--- config.mk ---
export PLATFORM = sky130hd
export DESIGN_NAME = rpn_stack_calculator
export DESIGN_NICKNAME = d
export VERILOG_FILES = /design/src/rtl/rsc_pkg.sv /design/src/rtl/rpn_stack_calculator.sv /design/src/rtl/rsc_alu.sv
export VERILOG_INCLUDE_DIRS = /design/src /design/src/rtl
export SDC_FILE = /design/constraint.sdc
export NUM_CORES = 1
export LEC_CHECK = 0
export ABC_CLOCK_PERIOD_IN_PS = 12500
export BUFFER_PORTS_ARGS = -buffer_cell sky130_fd_sc_hd__buf_2
export CORE_MARGIN = 3
export CORE_UTILIZATION = 40
export CTS_CLUSTER_DIAMETER = 30
export DETAILED_ROUTE_END_ITERATION = 10
export PLACE_DENSITY = 0.6
export SETUP_SLACK_MARGIN = 0.3
export SLEW_MARGIN = 20
export SYNTH_ARGS = -nofsm -noshare
export SYNTH_HDL_FRONTEND = slang
export SYNTH_SLANG_ARGS = --single-unit
--- constraint.sdc ---
create_clock -name clk -period 12.5 [get_ports clk]
set_clock_uncertainty 0.05 [all_clocks]
set_input_delay 2.5 -clock clk [delete_from_list [all_inputs] [get_ports clk]]
set_output_delay 2.5 -clock clk [all_outputs]
set_load 0.1 [all_outputs]
--- src/rtl/assert_macros.svh ---
// ----------------------------------------------------------------------------
// Assertion macros
// Concurrent assertion helpers for the RTL; empty under synthesis.
// ----------------------------------------------------------------------------
`ifndef ASSERT_MACROS_SVH
`define ASSERT_MACROS_SVH
`ifndef SYNTHESIS
// The expression must hold at every clock edge outside reset.
`define ASSERT_ALWAYS(lbl, clk_s, rst_s, expr, msg) \
    lbl: assert property (@(posedge clk_s) disable iff (!rst_s) (expr)) else $error(msg);
// The consequent must hold in the same cycle as the antecedent.
`define ASSERT_IMPLIES(lbl, clk_s, rst_s, ante, cons, msg) \
    lbl: assert property (@(posedge clk_s) disable iff (!rst_s) (ante) |-> (cons)) \
        else $error(msg);
`else
`define ASSERT_ALWAYS(lbl, clk_s, rst_s, expr, msg)
`define ASSERT_IMPLIES(lbl, clk_s, rst_s, ante, cons, msg)
`endif
`endif

--- src/rtl/rsc_pkg.sv ---
// ----------------------------------------------------------------------------
// RPN stack calculator package
// Sizes, codes and the interface types between the top level and its ALU.
// ----------------------------------------------------------------------------
package rsc_pkg;

    localparam int DEPTH  = 16;
    localparam int WIDTH  = 32;
    localparam int PTR_W  = $clog2(DEPTH);
    localparam int CNT_W  = $clog2(DEPTH + 1);
    localparam int STEP_W = $clog2(WIDTH);

    localparam int S_TDATA_W = 32;
    localparam int S_TUSER_W = 3;
    localparam int M_TDATA_W = 40;
    localparam int M_TUSER_W = 2;
    localparam int M_PAD_W   = M_TDATA_W - WIDTH - CNT_W;

    localparam logic FUNC_PUSH = 1'b0;
    localparam logic FUNC_OPER = 1'b1;

    typedef enum logic [1:0] {
        OP_ADD = 2'd0,
        OP_SUB = 2'd1,
        OP_MUL = 2'd2,
        OP_DIV = 2'd3
    } alu_op_t;

    typedef enum logic [1:0] {
        ST_OK   = 2'd0,
        ST_FULL = 2'd1,
        ST_FEW  = 2'd2,
        ST_DIV0 = 2'd3
    } status_t;

    typedef struct packed {
        logic    start;
        alu_op_t op;
    } alu_req_t;

    typedef struct packed {
        logic             done;
        logic [WIDTH-1:0] result;
    } alu_rsp_t;

endpackage

--- src/rtl/rpn_stack_calculator.sv ---
// ----------------------------------------------------------------------------
// RPN stack calculator
// A push or a refused operator goes from S_IDLE to S_DONE; an accepted operator
// passes S_READ and S_EXEC first, and multiply and divide hold S_EXEC on the
// shared ALU, which works one bit per cycle; items are taken only in S_IDLE.
// The stack lives in a synchronous RAM of DEPTH words; the top entry is also
// kept in a register, so an operator reads only the entry below it. The RAM
// needs no clearing after reset: entries are read only below the fill count.
// ----------------------------------------------------------------------------
`include "assert_macros.svh"

module rpn_stack_calculator
    import rsc_pkg::*;
(
    input  logic                 clk,
    input  logic                 rst_n,
    input  logic                 s_tvalid,
    output logic                 s_tready,
    input  logic [S_TDATA_W-1:0] s_tdata,   // [31:0] operand
    input  logic [S_TUSER_W-1:0] s_tuser,   // [0] func, [2:1] alu_op
    output logic                 m_tvalid,
    input  logic                 m_tready,
    output logic [M_TDATA_W-1:0] m_tdata,   // [31:0] top_value, [36:32] depth, zero pad
    output logic [M_TUSER_W-1:0] m_tuser    // [1:0] status
);

    typedef enum logic [3:0] {
        S_IDLE = 4'b0001,
        S_READ = 4'b0010,
        S_EXEC = 4'b0100,
        S_DONE = 4'b1000
    } state_t;

    state_t           state_reg, state_next;
    logic [CNT_W-1:0] count_reg, count_next;
    logic [WIDTH-1:0] top_reg, top_next;
    alu_op_t          op_reg, op_next;
    status_t          status_reg, status_next;

    logic             out_valid_reg;
    logic [WIDTH-1:0] out_top_reg;
    logic [CNT_W-1:0] out_depth_reg;
    status_t          out_status_reg;
    logic             out_load;

    logic [WIDTH-1:0] mem [DEPTH];
    logic [WIDTH-1:0] rd_data_reg;
    logic             mem_we;
    logic [PTR_W-1:0] mem_waddr;
    logic [WIDTH-1:0] mem_wdata;
    logic [PTR_W-1:0] mem_raddr;
    logic [CNT_W-1:0] below_top;

    alu_req_t         alu_req;
    alu_rsp_t         alu_rsp;
    alu_op_t          in_op;

    rsc_alu u_alu (
        .clk   (clk),
        .rst_n (rst_n),
        .req   (alu_req),
        .a     (rd_data_reg),
        .b     (top_reg),
        .rsp   (alu_rsp)
    );

    assign below_top = count_reg - CNT_W'(2);
    assign mem_raddr = below_top[PTR_W-1:0];
    assign in_op     = alu_op_t'(s_tuser[2:1]);
    assign s_tready  = (state_reg == S_IDLE);
    assign out_load  = (state_reg == S_DONE) && (!out_valid_reg || m_tready);

    always_comb
    begin
        state_next    = state_reg;
        count_next    = count_reg;
        top_next      = top_reg;
        op_next       = op_reg;
        status_next   = status_reg;
        mem_we        = 1'b0;
        mem_waddr     = count_reg[PTR_W-1:0];
        mem_wdata     = s_tdata[WIDTH-1:0];
        alu_req.start = 1'b0;
        alu_req.op    = op_reg;
        case (state_reg)
            S_IDLE:
            begin
                if (s_tvalid)
                begin
                    state_next = S_DONE;
                    if (s_tuser[0] == FUNC_PUSH)
                    begin
                        if (count_reg >= CNT_W'(DEPTH))
                            status_next = ST_FULL;
                        else
                        begin
                            mem_we      = 1'b1;
                            top_next    = s_tdata[WIDTH-1:0];
                            count_next  = count_reg + CNT_W'(1);
                            status_next = ST_OK;
                        end
                    end
                    else if (count_reg < CNT_W'(2))
                        status_next = ST_FEW;
                    else if (in_op == OP_DIV && top_reg == '0)
                        status_next = ST_DIV0;
                    else
                    begin
                        op_next    = in_op;
                        state_next = S_READ;
                    end
                end
            end
            S_READ:
            begin
                // The entry below the top arrived from the RAM this cycle.
                alu_req.start = 1'b1;
                state_next    = S_EXEC;
            end
            S_EXEC:
            begin
                if (alu_rsp.done)
                begin
                    mem_we      = 1'b1;
                    mem_waddr   = below_top[PTR_W-1:0];
                    mem_wdata   = alu_rsp.result;
                    top_next    = alu_rsp.result;
                    count_next  = count_reg - CNT_W'(1);
                    status_next = ST_OK;
                    state_next  = S_DONE;
                end
            end
            S_DONE:
            begin
                if (out_load)
                    state_next = S_IDLE;
            end
            default: state_next = S_IDLE;
        endcase
    end

    always_ff @(posedge clk)
    begin
        if (mem_we)
            mem[mem_waddr] <= mem_wdata;
    end

    always_ff @(posedge clk)
    begin
        rd_data_reg <= mem[mem_raddr];
    end

    always_ff @(posedge clk or negedge rst_n)
    begin
        if (!rst_n)
        begin
            state_reg     <= S_IDLE;
            count_reg     <= '0;
            out_valid_reg <= 1'b0;
        end
        else
        begin
            state_reg <= state_next;
            count_reg <= count_next;
            if (out_load)
                out_valid_reg <= 1'b1;
            else if (m_tready)
                out_valid_reg <= 1'b0;
        end
    end

    always_ff @(posedge clk)
    begin
        top_reg    <= top_next;
        op_reg     <= op_next;
        status_reg <= status_next;
        if (out_load)
        begin
            out_top_reg    <= (count_reg == '0) ? '0 : top_reg;
            out_depth_reg  <= count_reg;
            out_status_reg <= status_reg;
        end
    end

    assign m_tvalid = out_valid_reg;
    assign m_tdata  = {{M_PAD_W{1'b0}}, out_depth_reg, out_top_reg};
    assign m_tuser  = out_status_reg;

    `ASSERT_ALWAYS(a_count_bound, clk, rst_n, count_reg <= CNT_W'(DEPTH), "stack count above depth")
    `ASSERT_IMPLIES(a_alu_start, clk, rst_n, alu_req.start, state_reg == S_READ, "ALU started outside read")
    `ASSERT_IMPLIES(a_alu_done, clk, rst_n, alu_rsp.done, state_reg == S_EXEC, "ALU result with no operator waiting")
    `ASSERT_IMPLIES(a_out_source, clk, rst_n, $rose(m_tvalid), $past(state_reg == S_DONE), "result beat without a finished item")

endmodule

--- src/rtl/rsc_alu.sv ---
// ----------------------------------------------------------------------------
// RPN calculator ALU
// Registered add and subtract, bit-serial shift-add multiply and restoring
// divide, one bit per cycle.
// ----------------------------------------------------------------------------
module rsc_alu
    import rsc_pkg::*;
(
    input  logic             clk,
    input  logic             rst_n,
    input  alu_req_t         req,
    input  logic [WIDTH-1:0] a,
    input  logic [WIDTH-1:0] b,
    output alu_rsp_t         rsp
);

    typedef enum logic [2:0] {
        A_IDLE = 3'b001,
        A_MUL  = 3'b010,
        A_DIV  = 3'b100
    } alu_state_t;

    alu_state_t        state_reg;
    logic              done_reg;
    logic [WIDTH-1:0]  result_reg;
    logic [WIDTH-1:0]  acc_reg;
    logic [WIDTH-1:0]  x_reg;
    logic [WIDTH-1:0]  y_reg;
    logic [STEP_W-1:0] step_reg;

    logic [WIDTH-1:0]  mul_acc_next;
    logic [WIDTH:0]    div_trial;
    logic [WIDTH:0]    div_diff;
    logic              div_fits;
    logic [WIDTH-1:0]  rem_next;
    logic [WIDTH-1:0]  quo_next;
    logic              last_step;

    always_comb
    begin
        mul_acc_next = acc_reg + (y_reg[0] ? x_reg : '0);
        // The partial remainder stays below the divisor, so the trial word
        // needs only one bit more than a data word.
        div_trial = {acc_reg, x_reg[WIDTH-1]};
        div_diff  = div_trial - {1'b0, y_reg};
        div_fits  = (div_trial >= {1'b0, y_reg});
        rem_next  = div_fits ? div_diff[WIDTH-1:0] : div_trial[WIDTH-1:0];
        quo_next  = {x_reg[WIDTH-2:0], div_fits};
        last_step = (step_reg == STEP_W'(WIDTH - 1));
    end

    always_ff @(posedge clk or negedge rst_n)
    begin
        if (!rst_n)
        begin
            state_reg <= A_IDLE;
            done_reg  <= 1'b0;
        end
        else
        begin
            done_reg <= 1'b0;
            case (state_reg)
                A_IDLE:
                begin
                    if (req.start)
                    begin
                        case (req.op)
                            OP_MUL:  state_reg <= A_MUL;
                            OP_DIV:  state_reg <= A_DIV;
                            default: done_reg  <= 1'b1;
                        endcase
                    end
                end
                A_MUL, A_DIV:
                begin
                    if (last_step)
                    begin
                        state_reg <= A_IDLE;
                        done_reg  <= 1'b1;
                    end
                end
                default: state_reg <= A_IDLE;
            endcase
        end
    end

    always_ff @(posedge clk)
    begin
        if (state_reg == A_IDLE && req.start)
        begin
            acc_reg  <= '0;
            x_reg    <= a;
            y_reg    <= b;
            step_reg <= '0;
            case (req.op)
                OP_ADD:  result_reg <= a + b;
                OP_SUB:  result_reg <= a - b;
                default: result_reg <= result_reg;
            endcase
        end
        else if (state_reg == A_MUL)
        begin
            acc_reg  <= mul_acc_next;
            x_reg    <= {x_reg[WIDTH-2:0], 1'b0};
            y_reg    <= {1'b0, y_reg[WIDTH-1:1]};
            step_reg <= step_reg + STEP_W'(1);
            if (last_step)
                result_reg <= mul_acc_next;
        end
        else if (state_reg == A_DIV)
        begin
            acc_reg  <= rem_next;
            x_reg    <= quo_next;
            step_reg <= step_reg + STEP_W'(1);
            if (last_step)
                result_reg <= quo_next;
        end
    end

    assign rsp.done   = done_reg;
    assign rsp.result = result_reg;

endmodule
-- Word level (Yosys, flattened, before mapping)
Memory sizes are Yosys's and may differ from the RTL's. A register that Yosys moved wholly into a read port is not among the register bits.
Cells that the tools add are included.
- $add $sub $neg: 8
- order comparisons: 3
- eq/ne operators: 22
- multiplexer cells: 63
- bitwise logic cells: 2
- reductions and logical operators: 22
- operator list (kind ; number):
    $mux W32 ; 20
    $pmux W32 S2 ; 2
    $add A32 B32 Y32 ; 2
    $sub A32 B32 Y32 ; 2
    $ge A33 B32 Y1 ; 1
    $logic_not A32 Y1 ; 1
    $mux W4 ; 8
    $mux W5 ; 6
    $pmux W4 S4 ; 1
    $mux W1 ; 13
    $pmux W3 S2 ; 2
    $add A5 B1 Y5 const B ; 2
    $mux W2 ; 5
    $pmux W5 S2 ; 1
    $reduce_and A5 Y1 ; 2
    $reduce_bool A2 Y1 ; 5
    $reduce_and A3 Y1 ; 3
    $ne A2 B2 Y1 const B ; 4
    $eq A2 B2 Y1 const B ; 3
    $mux W3 ; 2
    $ne A2 B1 Y1 const B ; 3
    $ne A3 B3 Y1 const B ; 2
    $eq A5 B5 Y1 const B ; 1
    $ge A5 B5 Y1 const B ; 1
    other kinds (23) ; 28
- bits in registers: 222
- RAM bits: 512
- input bits: 39
- output and inout bits: 44
- logic and storage cells: 137
- memories kept: 1
- memory list (name ; words ; width ; rd ports ; clocked after Yosys merged registers in ; write ports ; line ; source):
    mem ; 16 ; 32 ; 1 ; 1 ; 1 ; rpn_stack_calculator.sv:46 ; logic [WIDTH-1:0] mem [DEPTH];

-- Logic depth before layout (Yosys ltp)
- word-level depth: 7
- mapped depth: 18

-- Modules after synthesis
Synthesis repeated with hierarchy kept, for this count alone.
- cell total of the unflattened synthesis: 2634
- area, all modules: 36054.6 um^2
- by module, submodules not included (module ; times used ; cells each ; area each (um^2) ; sequential area each (um^2)):
    rpn_stack_calculator ; 1 ; 1187 ; 24089.4 ; 18519.0
    rsc_alu ; 1 ; 1447 ; 11965.2 ; 3724.8

-- Worst setup path before layout
Ideal clock, no wire load.
- kind: register -> register
- start: register state_reg[0]
- end: memory mem[11][0], enable pin
- library setup time: 0.421 ns
- arrival time: 6.201 ns
- setup slack: 5.828 ns
- stages on the path, launching flop included: 7
- buffers on the path: 0
- cell sequence: dfstp_2 -> nor4b_1 -> nand2_1 -> or3_1 -> o21ai_0 -> nand2_1 -> nor2_1
- longest elaborated chain between the ends: 4
- elaborated cells between the ends (all ways): 6
- those cells by class: 2 x eq/ne; 4 x mux
- RTL lines (element ; line ; source):
    from (decl) ; rpn_stack_calculator.sv:34 ; state_t state_reg, state_next;
    from (signal assigned) ; rpn_stack_calculator.sv:163 ; state_reg <= state_next;
    $eq A4 B1 Y1 ; - ;
    net s_tready ; rpn_stack_calculator.sv:18 ; output logic s_tready,
    $pmux W1 S2 ; rpn_stack_calculator.sv:85 ; case (state_reg)
    $mux W1 ; rpn_stack_calculator.sv:144 ; if (mem_we)
    $mux W1 (not written as such) ; rpn_stack_calculator.sv:145 ; mem[mem_waddr] <= mem_wdata;
    to (decl) ; rpn_stack_calculator.sv:46 ;
The timed path passes the listed nets, and every way through them passes these cells.

-- Worst setup path after layout
- start: register top_reg[5]
- end: register u_alu.result_reg[31], data pin
- longest elaborated chain between the ends: 3
- elaborated cells between the ends (all ways): 4
- those cells by class: 2 x add/sub; 2 x mux
- RTL lines (element ; line ; source):
    from (decl) ; rpn_stack_calculator.sv:36 ; logic [WIDTH-1:0] top_reg, top_next;
    from (signal assigned) ; rpn_stack_calculator.sv:174 ; top_reg <= top_next;
    $sub A32 B32 Y32 / $add A32 B32 Y32 (equally long branches) ; rsc_alu.sv:97, rsc_alu.sv:96 ;
    $pmux W32 S2 (*) ; rsc_alu.sv:95 ; case (req.op)
    $mux W32 (*) ; rsc_alu.sv:89 ; if (state_reg == A_IDLE && req.start)
    to (signal assigned) ; rsc_alu.sv:96 ; OP_ADD: result_reg <= a + b;
    to (signal assigned) ; rsc_alu.sv:97 ; OP_SUB: result_reg <= a - b;
    to (signal assigned) ; rsc_alu.sv:98 ; default: result_reg <= result_reg;
    to (decl) ; rsc_alu.sv:25 ; logic [WIDTH-1:0] result_reg;
Every way passes the cells marked *; elsewhere a longest branch is shown, timed or not.
A chain may end at the register's enable or synchronous reset.

==> reports/results.ini <==
[critical_path]
cp_data_arrival_time_ns=5.30
timing.reg2reg.setup_slack_ns=7.56
peak_fanout_along_the_critical_path=8
crit-reg2reg-launch=top_reg[5]
crit_required_ns=12.87
path_class=reg -> reg
worstPathCellList=or4_4, nor4_4, and2_0, a21oi_1, xnor2_1, ha_1, a21oi_1, o21ai_0, a21oi_1, o2111ai_1, o22a_1, a22o_1, o41ai_4, mux2i_1, o211ai_2
crit_path_buf_inv_count=0
cp_top_family=compound AO/OA/AOI/OAI gates
start_kind=flip-flop
timing.critical_path.slowest_stage_cell=or4_4
cp_endpoint_kind=flip-flop
worst_path_most_repeated_cell=a21oi_1
critPathMaxStageDelay_ns=0.60
timing.rr.end=u_alu.result_reg[31]
ff2ff_path_depth=15

[synthesis]
synth.ff_latch_count=766
synth_area_per_cell_um2=14.0
synth_warnings=0
synthCells=2585
seq_area_frac_synth=0.616
asyncSetResetFlopFracSynth=0.0183
number_of_enable_type_register_cells_in_the_synthesized_netlist=683
synth.area.top_cells=edfxtp_1 57%, mux4_2 10%, dfxtp_1 3.8%
netlist_area_before_placement_mm2=0.0361
synth_top_area_frac=0.568
synth_largest_area_cell=edfxtp_1
dominantRegCellSynth=edfxtp_1
netlist-cell-type-count=104

[floorplanning]
floorplan.rows=109
core_area_mm2=0.0889
fp.dieArea_mm2=0.0939
die_height_um=306
io-pin-count=83
die_width_um=306
initial_cell_density_of_the_core=0.406

[detailed_routing]
drc=0
route.antenna.remaining_nets=0
length_of_the_first_detailed_routing_pass_in_iterations=5
dr_total_vias=22400
drt_iter0_markers=1989
routedWlPerCell_um=23.2
avgViaCountPerCell=5.57
finalWirelength_um=93000

[cells_and_area]
n_fill_cell=7636
final-seq-area_mm2=0.0223
num-nets-final=2865
layout.cells.most_common=edfxtp_1
multi_input_area_mm2=0.0133
layout.cells.most_common_list=683 x edfxtp_1, 329 x nand2_1, 160 x mux4_2, 157 x clkbuf_16, 116 x a21oi_1
max_flop_register=mem
final_core_utilization=0.486
syn2layout_area_growth_pct=19.8
num_antenna_cells=0
drive_above_1_share=0.215
largest_reg_flops=512

[clocking]
numCtsBuffers=155
clk_path_buf_depth=3
cts_post_setup_buffers_inserted=0
ctsRootBufferMaster=clkbuf_16
cts_resized=0
htree_num_levels=4
clkTransAtPathRegs_ns=0.04
cts_hold_repair.buffers=0
cts.sinks=766
tritoncts=done
clock_latency_ns=0.72

[placed_design]
numPortBuffers=79
preCtsSetupSlack_ns=7.30
hpwl_um=64500
gpl_congestion=0.932

[global_routing]
largest_net_degree_at_the_start_of_global_routing=71
grt_pass1_wl_um=141000
overall_global_routing_usage=0.199
grt_pass1_vias=22600
number_of_antenna_violations_at_the_first_check_in_global_routing=2
grt-ovfl-total=0

[worst_hold_path]
holdCritStartpoint=status_reg[0]
hp-class=reg -> reg
hold_path_depth=0
worst_case_hold_path_end_point=m_tuser[0]

[sta]
clock.fmax_mhz=202
finalWorstPathRequiredPeriod_ns=4.94
setup_slack_after_layout_ns=7.56
finalSetupViolCount=0
finalHoldViolations=0
setup_total_negative_slack_ns=0
timing_max_transition_violations_final=0
rsz0062_at_grt=no
worst_slew_pin_slew_ns=1.16
worst_slew_margin_rel=0.225
finalHoldWorstSlack_ns=0.364
layout_worst_path_cycle_share=0.395

[pwr]
vdd.ir_drop.worst_mv=0.131
power_density_mw_per_mm2=182
report.power.total_mw=7.89
power_leakage_nw=15.7

[job]
cap_viol_max_count=0

[outcome]
outcome=finished, final reports clean

==> worst max-delay path by stage <==
| stage | endpoint | startpoint | slack [ns] | depth (start not counted) |
|---|---|---|---|---|
| 5_1_grt | u_alu.result_reg[31] | top_reg[5] | 7.27 | 15 |
| 3_5_place_dp | mem[1][5] | s_tvalid | 7.30 | 6 |
| 4_1_cts | s_tready | state_reg[0] | 7.50 | 2 |
| 3_3_place_gp | mem[1][6] | s_tvalid | 7.36 | 6 |
| 6_report | u_alu.result_reg[31] | top_reg[5] | 7.56 | 15 |
| 2_1_floorplan | mem[11][0] | state_reg[0] | 5.83 | 6 |
==> final cells by class <==
class | instances | area share
multi-input combinational | 1627 | 0.307
clock inverter | 108 | 0.0316
tap | 1165 | 0.0337
clock buffer | 181 | 0.0934
sequential | 766 | 0.515
timing repair buffer | 101 | 0.0133
inverter | 69 | 0.00599
==> cell usage after synthesis, types with 6 or more instances <==
library cell and number:
dfrtp_1 12, a31oi_1 17, buf_2 13, a21oi_1 117
o21ai_0 115, mux2_2 33, o21a_1 17, nand4_1 11
o21ai_1 20, dfxtp_1 69, edfxtp_1 683, nor3_1 30
mux4_2 160, and2_1 43, or3_1 14, nor2b_1 41
buf_1 20, nand3_1 35, mux2i_1 9, o21bai_1 11
clkbuf_1 86, inv_1 69, a21o_1 50, o211ai_1 18
a22oi_1 12, a221o_1 7, nand2_1 330, ha_1 102
and3_1 23, a211oi_1 22, xor2_1 47, nand2b_1 17
o221ai_1 6, nor2_1 118, xnor2_1 62, a311oi_1 6
==> power by group <==
part / internal (mW) / switching, mW / total, mW
clock network: 2.82 / 1.38 / 4.20
registers: 2.87 / 0.0493 / 2.92
logic: 0.259 / 0.509 / 0.768
total: 5.95 / 1.94 / 7.89
==> worst reg2reg max path: cells and delay by family, from the launching register on <==
family,cells,cell delay (ns)
AOI/OAI and AO/OA,9,1.95
and+or+nand+nor,3,1.36
DFF,1,0.47
adders and majority gates,1,0.39
muxes,1,0.28
xor gates and xnor gates,1,0.15
==> cells by family (layout without fill, tap and decap cells) <==
family                   after synthesis  in the layout  synth area share
adder cells (fa/ha/maj)              106            106            0.0376
flip-flops                           766            766             0.616
buffers and inverters                194            459            0.0214
multiplexers                         202            202             0.113
XOR/XNOR                             111            111            0.0274
AO/OA/AOI/OAI                        499            499            0.0927
AND/OR/NAND/NOR                      706            706            0.0920
other                                  1              3          0.000104
==> layer usage <==
layer	vias up	routed length [µm]	track usage
li1	10300	-	-
met1	11200	43500	0.296
met2	745	41800	0.299
met3	159	5560	0.0336
met4	2	2120	0.0617
met5	-	13	0
==> metrics by stage <==
step | cells | area (µm²)
after floorplan | 2587 | 36100
after global placement | 3727 | 37800
after detailed placement | 3727 | 37800
after CTS | 4016 | 43200
after global routing | 4017 | 43200
final | 4017 | 43200
Power figures use the tool's default switching activity.
